===== src/rtl/core/sorted_key_list_unit_macros.svh =====
// Assertion macros for the sorted key list unit.
// Needs a clock named clk and an active-low reset named arst_n in the including module.
`ifndef SORTED_KEY_LIST_UNIT_MACROS_SVH
`define SORTED_KEY_LIST_UNIT_MACROS_SVH
`ifndef NO_ASSERTIONS
// same-cycle implication
`define SKL_ASSERT(label, ante, cons, msg) \
	label: assert property (@(posedge clk) disable iff (!arst_n) (ante) |-> (cons)) \
		else $error(msg);
// next-cycle implication
`define SKL_ASSERT_NEXT(label, ante, cons, msg) \
	label: assert property (@(posedge clk) disable iff (!arst_n) (ante) |=> (cons)) \
		else $error(msg);
`else
`define SKL_ASSERT(label, ante, cons, msg)
`define SKL_ASSERT_NEXT(label, ante, cons, msg)
`endif
`endif


===== src/rtl/core/skl_pkg.sv =====
// Shared types and codes for the sorted key list unit.
// No dependencies; used by skl_cell and sorted_key_list_unit.
package skl_pkg;

	// beat field widths
	localparam int KIND_W    = 2;
	localparam int KEY_W     = 32;
	localparam int STATUS_W  = 2;
	localparam int ENTRIES_W = 5;
	localparam int OUT_PAD_W = 1;
	localparam int OUT_W     = STATUS_W + ENTRIES_W + OUT_PAD_W;

	// operation codes on the input beat
	localparam logic [KIND_W-1:0] KIND_INS  = 2'd0;
	localparam logic [KIND_W-1:0] KIND_DEL  = 2'd1;
	localparam logic [KIND_W-1:0] KIND_SRCH = 2'd2;

	// result status codes
	localparam logic [STATUS_W-1:0] ST_OK      = 2'd0;
	localparam logic [STATUS_W-1:0] ST_MISSING = 2'd1;
	localparam logic [STATUS_W-1:0] ST_EMPTY   = 2'd2;
	localparam logic [STATUS_W-1:0] ST_FULL    = 2'd3;

	// controller states
	typedef enum logic [1:0] {
		S_IDLE,
		S_CMP,
		S_UPD
	} state_t;

	// update applied to every cell at once
	typedef enum logic [1:0] {
		OP_NOP,
		OP_INS,
		OP_DEL
	} cell_op_t;

	// broadcast control to the cell row
	typedef struct packed {
		logic     cmp;
		cell_op_t op;
	} cell_ctl_t;

endpackage


===== src/rtl/core/sorted_key_list_unit.sv =====
// Sorted key list unit: top level with controller and a row of skl_cell slots.
// Depends on skl_pkg, skl_cell and sorted_key_list_unit_macros.svh.
//
// Keeps up to CAPACITY keys in ascending order (duplicates allowed, newest equal key
// ahead of older ones) in a row of cells. Each input beat inserts (kind 0), deletes
// (kind 1) or searches (kind 2, also kind 3) a key; each gives one result beat with a
// status (0 done/found, 1 not found, 2 empty, 3 full) and the key count afterward,
// modulo 32. An item passes through accept, a compare step in which every cell compares
// its key with the item's key in parallel, and an update step in which all cells shift at
// once and the result is loaded into the output register; the next beat is taken once the
// unit is back in idle. The update waits while an earlier result is not yet taken. Keys
// wider than KEY_BITS are truncated; a full store refuses inserts. No clearing after reset.
module sorted_key_list_unit #(
	parameter int CAPACITY = 16,
	parameter int KEY_BITS = 32
) (
	input  logic                          clk,
	input  logic                          arst_n,
	input  logic                          s_tvalid,
	output logic                          s_tready,
	input  logic [skl_pkg::KEY_W-1:0]     s_tdata,  // [31:0] key
	input  logic [skl_pkg::KIND_W-1:0]    s_tuser,  // [1:0] kind
	output logic                          m_tvalid,
	input  logic                          m_tready,
	output logic [skl_pkg::OUT_W-1:0]     m_tdata   // [1:0] status, [6:2] entries, [7] zero
);
	import skl_pkg::*;
	`include "sorted_key_list_unit_macros.svh"

	localparam int CNT_W = $clog2(CAPACITY + 1);

	state_t                 state_q, state_d;
	logic [KIND_W-1:0]      kind_q;
	logic [KEY_BITS-1:0]    key_q;
	logic [CNT_W-1:0]       cnt_q, cnt_d;
	logic                   m_tvalid_q;
	logic [STATUS_W-1:0]    status_q, status_d;
	logic [ENTRIES_W-1:0]   entries_q;
	cell_op_t               op_d;
	cell_ctl_t              ctl;
	logic                   accept;
	logic                   apply;
	logic                   out_free;
	logic                   found;

	logic [KEY_BITS-1:0]    cell_key [CAPACITY];
	logic [CAPACITY-1:0]    cell_at;
	logic [CAPACITY-1:0]    cell_eq;

	assign out_free = !m_tvalid_q || m_tready;
	assign accept   = s_tvalid && s_tready;
	assign found    = |cell_eq;

	// next state
	always_comb begin
		state_d = state_q;
		case (state_q)
			S_IDLE: if (s_tvalid) state_d = S_CMP;
			S_CMP:  state_d = S_UPD;
			S_UPD:  if (out_free) state_d = S_IDLE;
			default: state_d = S_IDLE;
		endcase
	end

	// state outputs
	always_comb begin
		s_tready = (state_q == S_IDLE);
		apply    = (state_q == S_UPD) && out_free;
		ctl.cmp  = (state_q == S_CMP);
		ctl.op   = apply ? op_d : OP_NOP;
	end

	// operation decision from the cell flags
	always_comb begin
		status_d = ST_OK;
		cnt_d    = cnt_q;
		op_d     = OP_NOP;
		case (kind_q)
			KIND_INS: begin
				if (cnt_q == CNT_W'(CAPACITY)) begin
					status_d = ST_FULL;
				end else begin
					op_d  = OP_INS;
					cnt_d = cnt_q + 1'b1;
				end
			end
			KIND_DEL: begin
				if (cnt_q == '0) begin
					status_d = ST_EMPTY;
				end else if (!found) begin
					status_d = ST_MISSING;
				end else begin
					op_d  = OP_DEL;
					cnt_d = cnt_q - 1'b1;
				end
			end
			default: status_d = found ? ST_OK : ST_MISSING;
		endcase
	end

	// control registers
	always_ff @(posedge clk or negedge arst_n) begin
		if (!arst_n) begin
			state_q    <= S_IDLE;
			cnt_q      <= '0;
			m_tvalid_q <= 1'b0;
		end else begin
			state_q <= state_d;
			if (apply) begin
				cnt_q      <= cnt_d;
				m_tvalid_q <= 1'b1;
			end else if (m_tready) begin
				m_tvalid_q <= 1'b0;
			end
		end
	end

	// item and result payload
	always_ff @(posedge clk) begin
		if (accept) begin
			kind_q <= s_tuser;
			key_q  <= KEY_BITS'(s_tdata);
		end
		if (apply) begin
			status_q  <= status_d;
			entries_q <= ENTRIES_W'(cnt_d);
		end
	end

	assign m_tvalid = m_tvalid_q;
	assign m_tdata  = {{OUT_PAD_W{1'b0}}, entries_q, status_q};

	// row of cells, each wired to the neighbors it has
	for (genvar i = 0; i < CAPACITY; i++) begin : g_cell
		logic [KEY_BITS-1:0] left_key;
		logic [KEY_BITS-1:0] right_key;
		logic                left_at;

		if (i == 0) begin : g_first
			assign left_key = key_q;
			assign left_at  = 1'b0;
		end else begin : g_mid
			assign left_key = cell_key[i-1];
			assign left_at  = cell_at[i-1];
		end

		if (i == CAPACITY - 1) begin : g_last
			assign right_key = cell_key[i];
		end else begin : g_inner
			assign right_key = cell_key[i+1];
		end

		skl_cell #(
			.KEY_BITS (KEY_BITS),
			.CNT_W    (CNT_W),
			.IDX      (i)
		) u_cell (
			.clk        (clk),
			.arst_n     (arst_n),
			.ctl        (ctl),
			.key        (key_q),
			.cnt        (cnt_q),
			.left_key   (left_key),
			.left_at    (left_at),
			.right_key  (right_key),
			.stored_key (cell_key[i]),
			.at         (cell_at[i]),
			.eq         (cell_eq[i])
		);
	end

	// checks
	`SKL_ASSERT(a_cnt_bound, 1'b1, cnt_q <= CNT_W'(CAPACITY), "count above capacity")
	`SKL_ASSERT_NEXT(a_cnt_hold, state_q != S_UPD, $stable(cnt_q), "count moved outside update")
	`SKL_ASSERT(a_full_stat, m_tvalid_q && status_q == ST_FULL, cnt_q == CNT_W'(CAPACITY), "full status while not full")
	`SKL_ASSERT(a_empty_stat, m_tvalid_q && status_q == ST_EMPTY, cnt_q == '0, "empty status while not empty")
	`SKL_ASSERT_NEXT(a_ins_grow, apply && op_d == OP_INS, cnt_q == $past(cnt_q) + 1'b1, "insert did not grow count")

endmodule


===== src/rtl/core/skl_cell.sv =====
// One slot of the sorted key row: holds a key, compares it with the search key,
// and shifts toward either neighbor on insert or delete. Depends on skl_pkg.
module skl_cell #(
	parameter int KEY_BITS = 32,
	parameter int CNT_W    = 5,
	parameter int IDX      = 0
) (
	input  logic                  clk,
	input  logic                  arst_n,
	input  skl_pkg::cell_ctl_t    ctl,
	input  logic [KEY_BITS-1:0]   key,
	input  logic [CNT_W-1:0]      cnt,
	input  logic [KEY_BITS-1:0]   left_key,
	input  logic                  left_at,
	input  logic [KEY_BITS-1:0]   right_key,
	output logic [KEY_BITS-1:0]   stored_key,
	output logic                  at,
	output logic                  eq
);
	import skl_pkg::*;

	localparam logic [CNT_W-1:0] MyIdx = CNT_W'(IDX);

	logic [KEY_BITS-1:0] stored_q;
	logic                at_q;
	logic                eq_q;
	logic                occupied;

	assign occupied = MyIdx < cnt;

	// compare phase: at = this slot is at or past the lower bound
	always_ff @(posedge clk or negedge arst_n) begin
		if (!arst_n) begin
			at_q <= 1'b0;
			eq_q <= 1'b0;
		end else if (ctl.cmp) begin
			at_q <= !occupied || (stored_q >= key);
			eq_q <= occupied && (stored_q == key);
		end
	end

	// update phase: shift right on insert, left on delete
	always_ff @(posedge clk) begin
		case (ctl.op)
			OP_INS: begin
				if (left_at)
					stored_q <= left_key;
				else if (at_q)
					stored_q <= key;
			end
			OP_DEL: begin
				if (at_q)
					stored_q <= right_key;
			end
			default: ;
		endcase
	end

	assign stored_key = stored_q;
	assign at         = at_q;
	assign eq         = eq_q;

endmodule


===== config.mk =====
export PLATFORM = sky130hd
export DESIGN_NAME = sorted_key_list_unit
export DESIGN_NICKNAME = d
export VERILOG_FILES = /design/src/rtl/core/skl_pkg.sv /design/src/rtl/core/sorted_key_list_unit.sv /design/src/rtl/core/skl_cell.sv
export VERILOG_INCLUDE_DIRS = /design/src /design/src/rtl/core
export SDC_FILE = /design/constraint.sdc
export NUM_CORES = 2
export LEC_CHECK = 0
export ABC_AREA = 1
export BUFFER_PORTS_ARGS = -buffer_cell sky130_fd_sc_hd__buf_2
export CORE_MARGIN = 1.5
export CORE_UTILIZATION = 67
export CTS_CLUSTER_DIAMETER = 150
export DETAILED_ROUTE_END_ITERATION = 7
export GPL_ROUTABILITY_DRIVEN = 0
export PLACE_DENSITY = 0.92
export RECOVER_POWER = 100
export SLEW_MARGIN = 20
export SYNTH_ARGS = -nofsm -noshare
export SYNTH_HDL_FRONTEND = slang
export SYNTH_SLANG_ARGS = --single-unit

===== constraint.sdc =====
create_clock -name clk -period 11.06 [get_ports clk]
set_input_delay 1.659 -clock clk [delete_from_list [all_inputs] [get_ports clk]]
set_output_delay 1.659 -clock clk [all_outputs]
set_load 0.02 [all_outputs]

==> results.json <==
{
  "die_y_um": 248,
  "antenna_left": 0,
  "synth_top_area_frac": 0.413,
  "dieArea_um2": 61500,
  "p_clk_frac": 0.334,
  "period_minus_slack_ns": 8.05,
  "synthArstFlopShare": 0.0675,
  "grt_max_degree": 188,
  "grt-ovfl-total": 0,
  "synth_edf_count": 553,
  "synthMuxAreaShare": 0,
  "tightest_slew_ns": 3.85,
  "row_count": 89,
  "synth_area_leader_cell": "edfxtp_1",
  "fmaxAchievable_mhz": 124,
  "setup_tns_ns": 0,
  "powerDensity_nw_per_um2": 158,
  "critPathLaunchType": "flip-flop",
  "grt_usage": 0.376,
  "synth.most_common_cell": "a21oi_1",
  "hold_class": "flip-flop to flip-flop",
  "n_antenna_cell": 0,
  "worstPathMaxFanout": 187,
  "critPathKind": "flip-flop to flip-flop",
  "synthDistinctLibCells": 34,
  "fp.dieW_um": 248,
  "violations": "design-rule violations, max-capacitance violations, max-slew violations",
  "synth_compound_area_frac": 0.177,
  "synthTopCellsByCount": "1146 x a21oi_1, 1070 x nand2_1, 669 x nor2_1",
  "syn_area_per_cell_um2": 8.35,
  "rsz0062_at_grt": "no",
  "drive_gt1_frac": 0.0360,
  "clk_pin_slew_ns": 0.06,
  "syn_nets": 5370,
  "p_switching_uw": 2240,
  "portBuffers": 46,
  "totalWireLength_um": 118000,
  "via_count": 37234,
  "grt_pass1_vias": 35841,
  "clkSinkCount": 593,
  "finalHoldViolCount": 0,
  "post_drt_wl_per_cell_um": 21.3,
  "cts.htree.levels": 3,
  "pwr-share-seq": 0.431,
  "status": "finished with violations",
  "drtPass1Iterations": 8,
  "cts_tree": "done",
  "cts-resized-gates": 0,
  "setup_viol": 0,
  "drv_slew": 899,
  "nNetsFinal": 5280,
  "combPwrFrac": 0.235,
  "dpl.hpwl_um": 79900,
  "cellLeakagePower_uw": 0.0174,
  "antenna_found_initial": 1,
  "ys_seq_area_frac": 0.438,
  "clk_latency_ns": 0.63,
  "required_ns": 11.27,
  "r2r_start": "cnt_q[4]$_DFFE_PN0P_",
  "synth_warnings": 0,
  "final_util": 0.725,
  "synth_cells": 4814,
  "maxCapViolations": 23,
  "synth_flop_cell": "edfxtp_1",
  "synth_fa_ha_area_frac": 0.161,
  "hold_path.startpoint": "g_cell[0].u_cell.eq$_DFFE_PN0N_",
  "synth-xor-area-share": 0.000653,
  "core_area_um2": 59100,
  "finalCritPeriodShare": 0.728,
  "drcViolationCount": 5,
  "cts_root_buf": "clkbuf_16",
  "slew_headroom": -1.56,
  "area_growth_pct": 6.60,
  "yosys_register_bits": 593,
  "worst_clock_skew_ns": 0.0182,
  "swShare": 0.330,
  "num-fill-cells": 3915,
  "ir_drop_uv": 109,
  "netlist_area_um2": 40200,
  "cts_setup_buffers": 0,
  "grt_pass1_wl_um": 182000,
  "start_util": 0.680,
  "cp.arrival_ns": 8.27,
  "numCtsBuffers": 66,
  "p_int_uw": 4550,
  "clock_path_buffers": 3,
  "synthSimpleGateAreaFrac": 0.177,
  "avgViaCountPerCell": 6.71,
  "cts.hold.buffers_added": 0,
  "initialDrtViolationCount": 5286,
  "synth_top_family_by_area": "compound AO/OA/AOI/OAI gates",
  "synth.area.top_cells": "edfxtp_1 41%, ha_1 16%, a21oi_1 14%, nand2_1 10%, nor2_1 6.2%",
  "worstSetupEndpointType": "flip-flop",
  "io_pins": 48,
  "crit_start": "cnt_q[4]$_DFFE_PN0P_"
}
[power groups by stage]
stage	logic [µW]	registers, µW	clock network (µW)
floorplan	1130	2850	0
global placement	1410	2930	0
detailed placement	1520	2940	0
CTS	1560	2900	2250
global route	1760	2930	2330
finish	1590	2930	2270
[worst max-delay path, cell delays in order (launching register included)]
cell	delay, ns
dfrtp_1	0.65
inv_1	0.24
nand2_1	0.26
nor2_1	0.12
nand2_1	0.12
nand2_1	0.05
inv_1	0.13
nand2_1	0.18
nor2_1	0.22
ha_1	1.54
buf_12	0.63
clkbuf_1	2.75
o21ai_0	0.44
[metal layers]
| metal | vias to the layer above | wire length [µm] | GRT usage | part of all wire |
|---|---|---|---|---|
| li1 | 16536 | - | - | - |
| met1 | 17006 | 40900 | 0.466 | 0.35 |
| met2 | 3056 | 53200 | 0.601 | 0.45 |
| met3 | 634 | 15500 | 0.0707 | 0.13 |
| met4 | 2 | 8280 | 0.252 | 0.070 |
| met5 | - | 13 | 0 | 0.00011 |
[stage by stage]
step / instances / hold slack, ns / total power [µW] / setup slack, ns / instance area, µm²
final: 5548 / 0.491 / 6790 / 3.01 / 42900
after global routing: 5548 / 0.522 / 7020 / 2.82 / 42900
after CTS: 5545 / 0.489 / 6720 / 5.75 / 43100
after detailed placement: 5426 / 0.474 / 4470 / 5.13 / 40900
after global placement: 5426 / 0.477 / 4350 / 5.20 / 40900
after floorplan: 4814 / 0.454 / 3970 / 5.31 / 40200
[cell usage in the layout (no fill, tap or decap), drive strengths merged, types with 55 or more instances in the layout]
master,instances
ha,518
edfxtp,553
o21ai,157
inv,204
clkbuf,121
buf,71
nand2,1073
nor2,673
nand3,55
a21oi,1146
[flip-flops by register name, summed over array words and instances, names as in the netlist]
signal and flops:
g_cell.u_cell.stored_key 512, g_cell.left_key 32, g_cell.u_cell.at 16, g_cell.u_cell.eq 16, cnt_q 5, entries_q 5
kind_q 2, state_q 2, status_q 2, m_tvalid 1
[worst paths after layout]
path	depth (start not counted)	slack (ns)	end
max	12	3.01	g_cell[0].u_cell.stored_key[8]$_DFFE_PP_
min	2	0.49	g_cell[0].u_cell.eq$_DFFE_PN0N_
max reg2reg	12	3.01	g_cell[0].u_cell.stored_key[8]$_DFFE_PP_
min reg2reg	2	0.49	g_cell[0].u_cell.eq$_DFFE_PN0N_
max in group asynchronous	2	7.14	g_cell[14].u_cell.at$_DFFE_PN0N_
min in group asynchronous	2	2.08	g_cell[10].u_cell.at$_DFFE_PN0N_
[area by class of cell]
| type | instances | area (µm²) | share of cell area |
|---|---|---|---|
| Clock inverter | 27 | 233 | 0.00543 |
| Multi-Input combinational cell | 3744 | 20700 | 0.483 |
| Sequential cell | 593 | 17600 | 0.411 |
| Inverter | 219 | 830 | 0.0194 |
| Clock buffer | 92 | 1930 | 0.0450 |
| Tap cell | 773 | 967 | 0.0226 |
| Timing Repair Buffer | 100 | 584 | 0.0136 |
[kinds of logic (layout without fill, tap and decap cells)]
| kind of cell | Yosys count | count (layout) |
|---|---|---|
| and+or+nand+nor | 1839 | 1839 |
| xor gates and xnor gates | 3 | 3 |
| other | 1 | 1 |
| AOI/OAI and AO/OA | 1383 | 1383 |
| DFF | 593 | 593 |
| adders and majority gates | 518 | 518 |
| buffers and inverters | 477 | 438 |
Note: power is estimated with default switching activity, not from simulation.
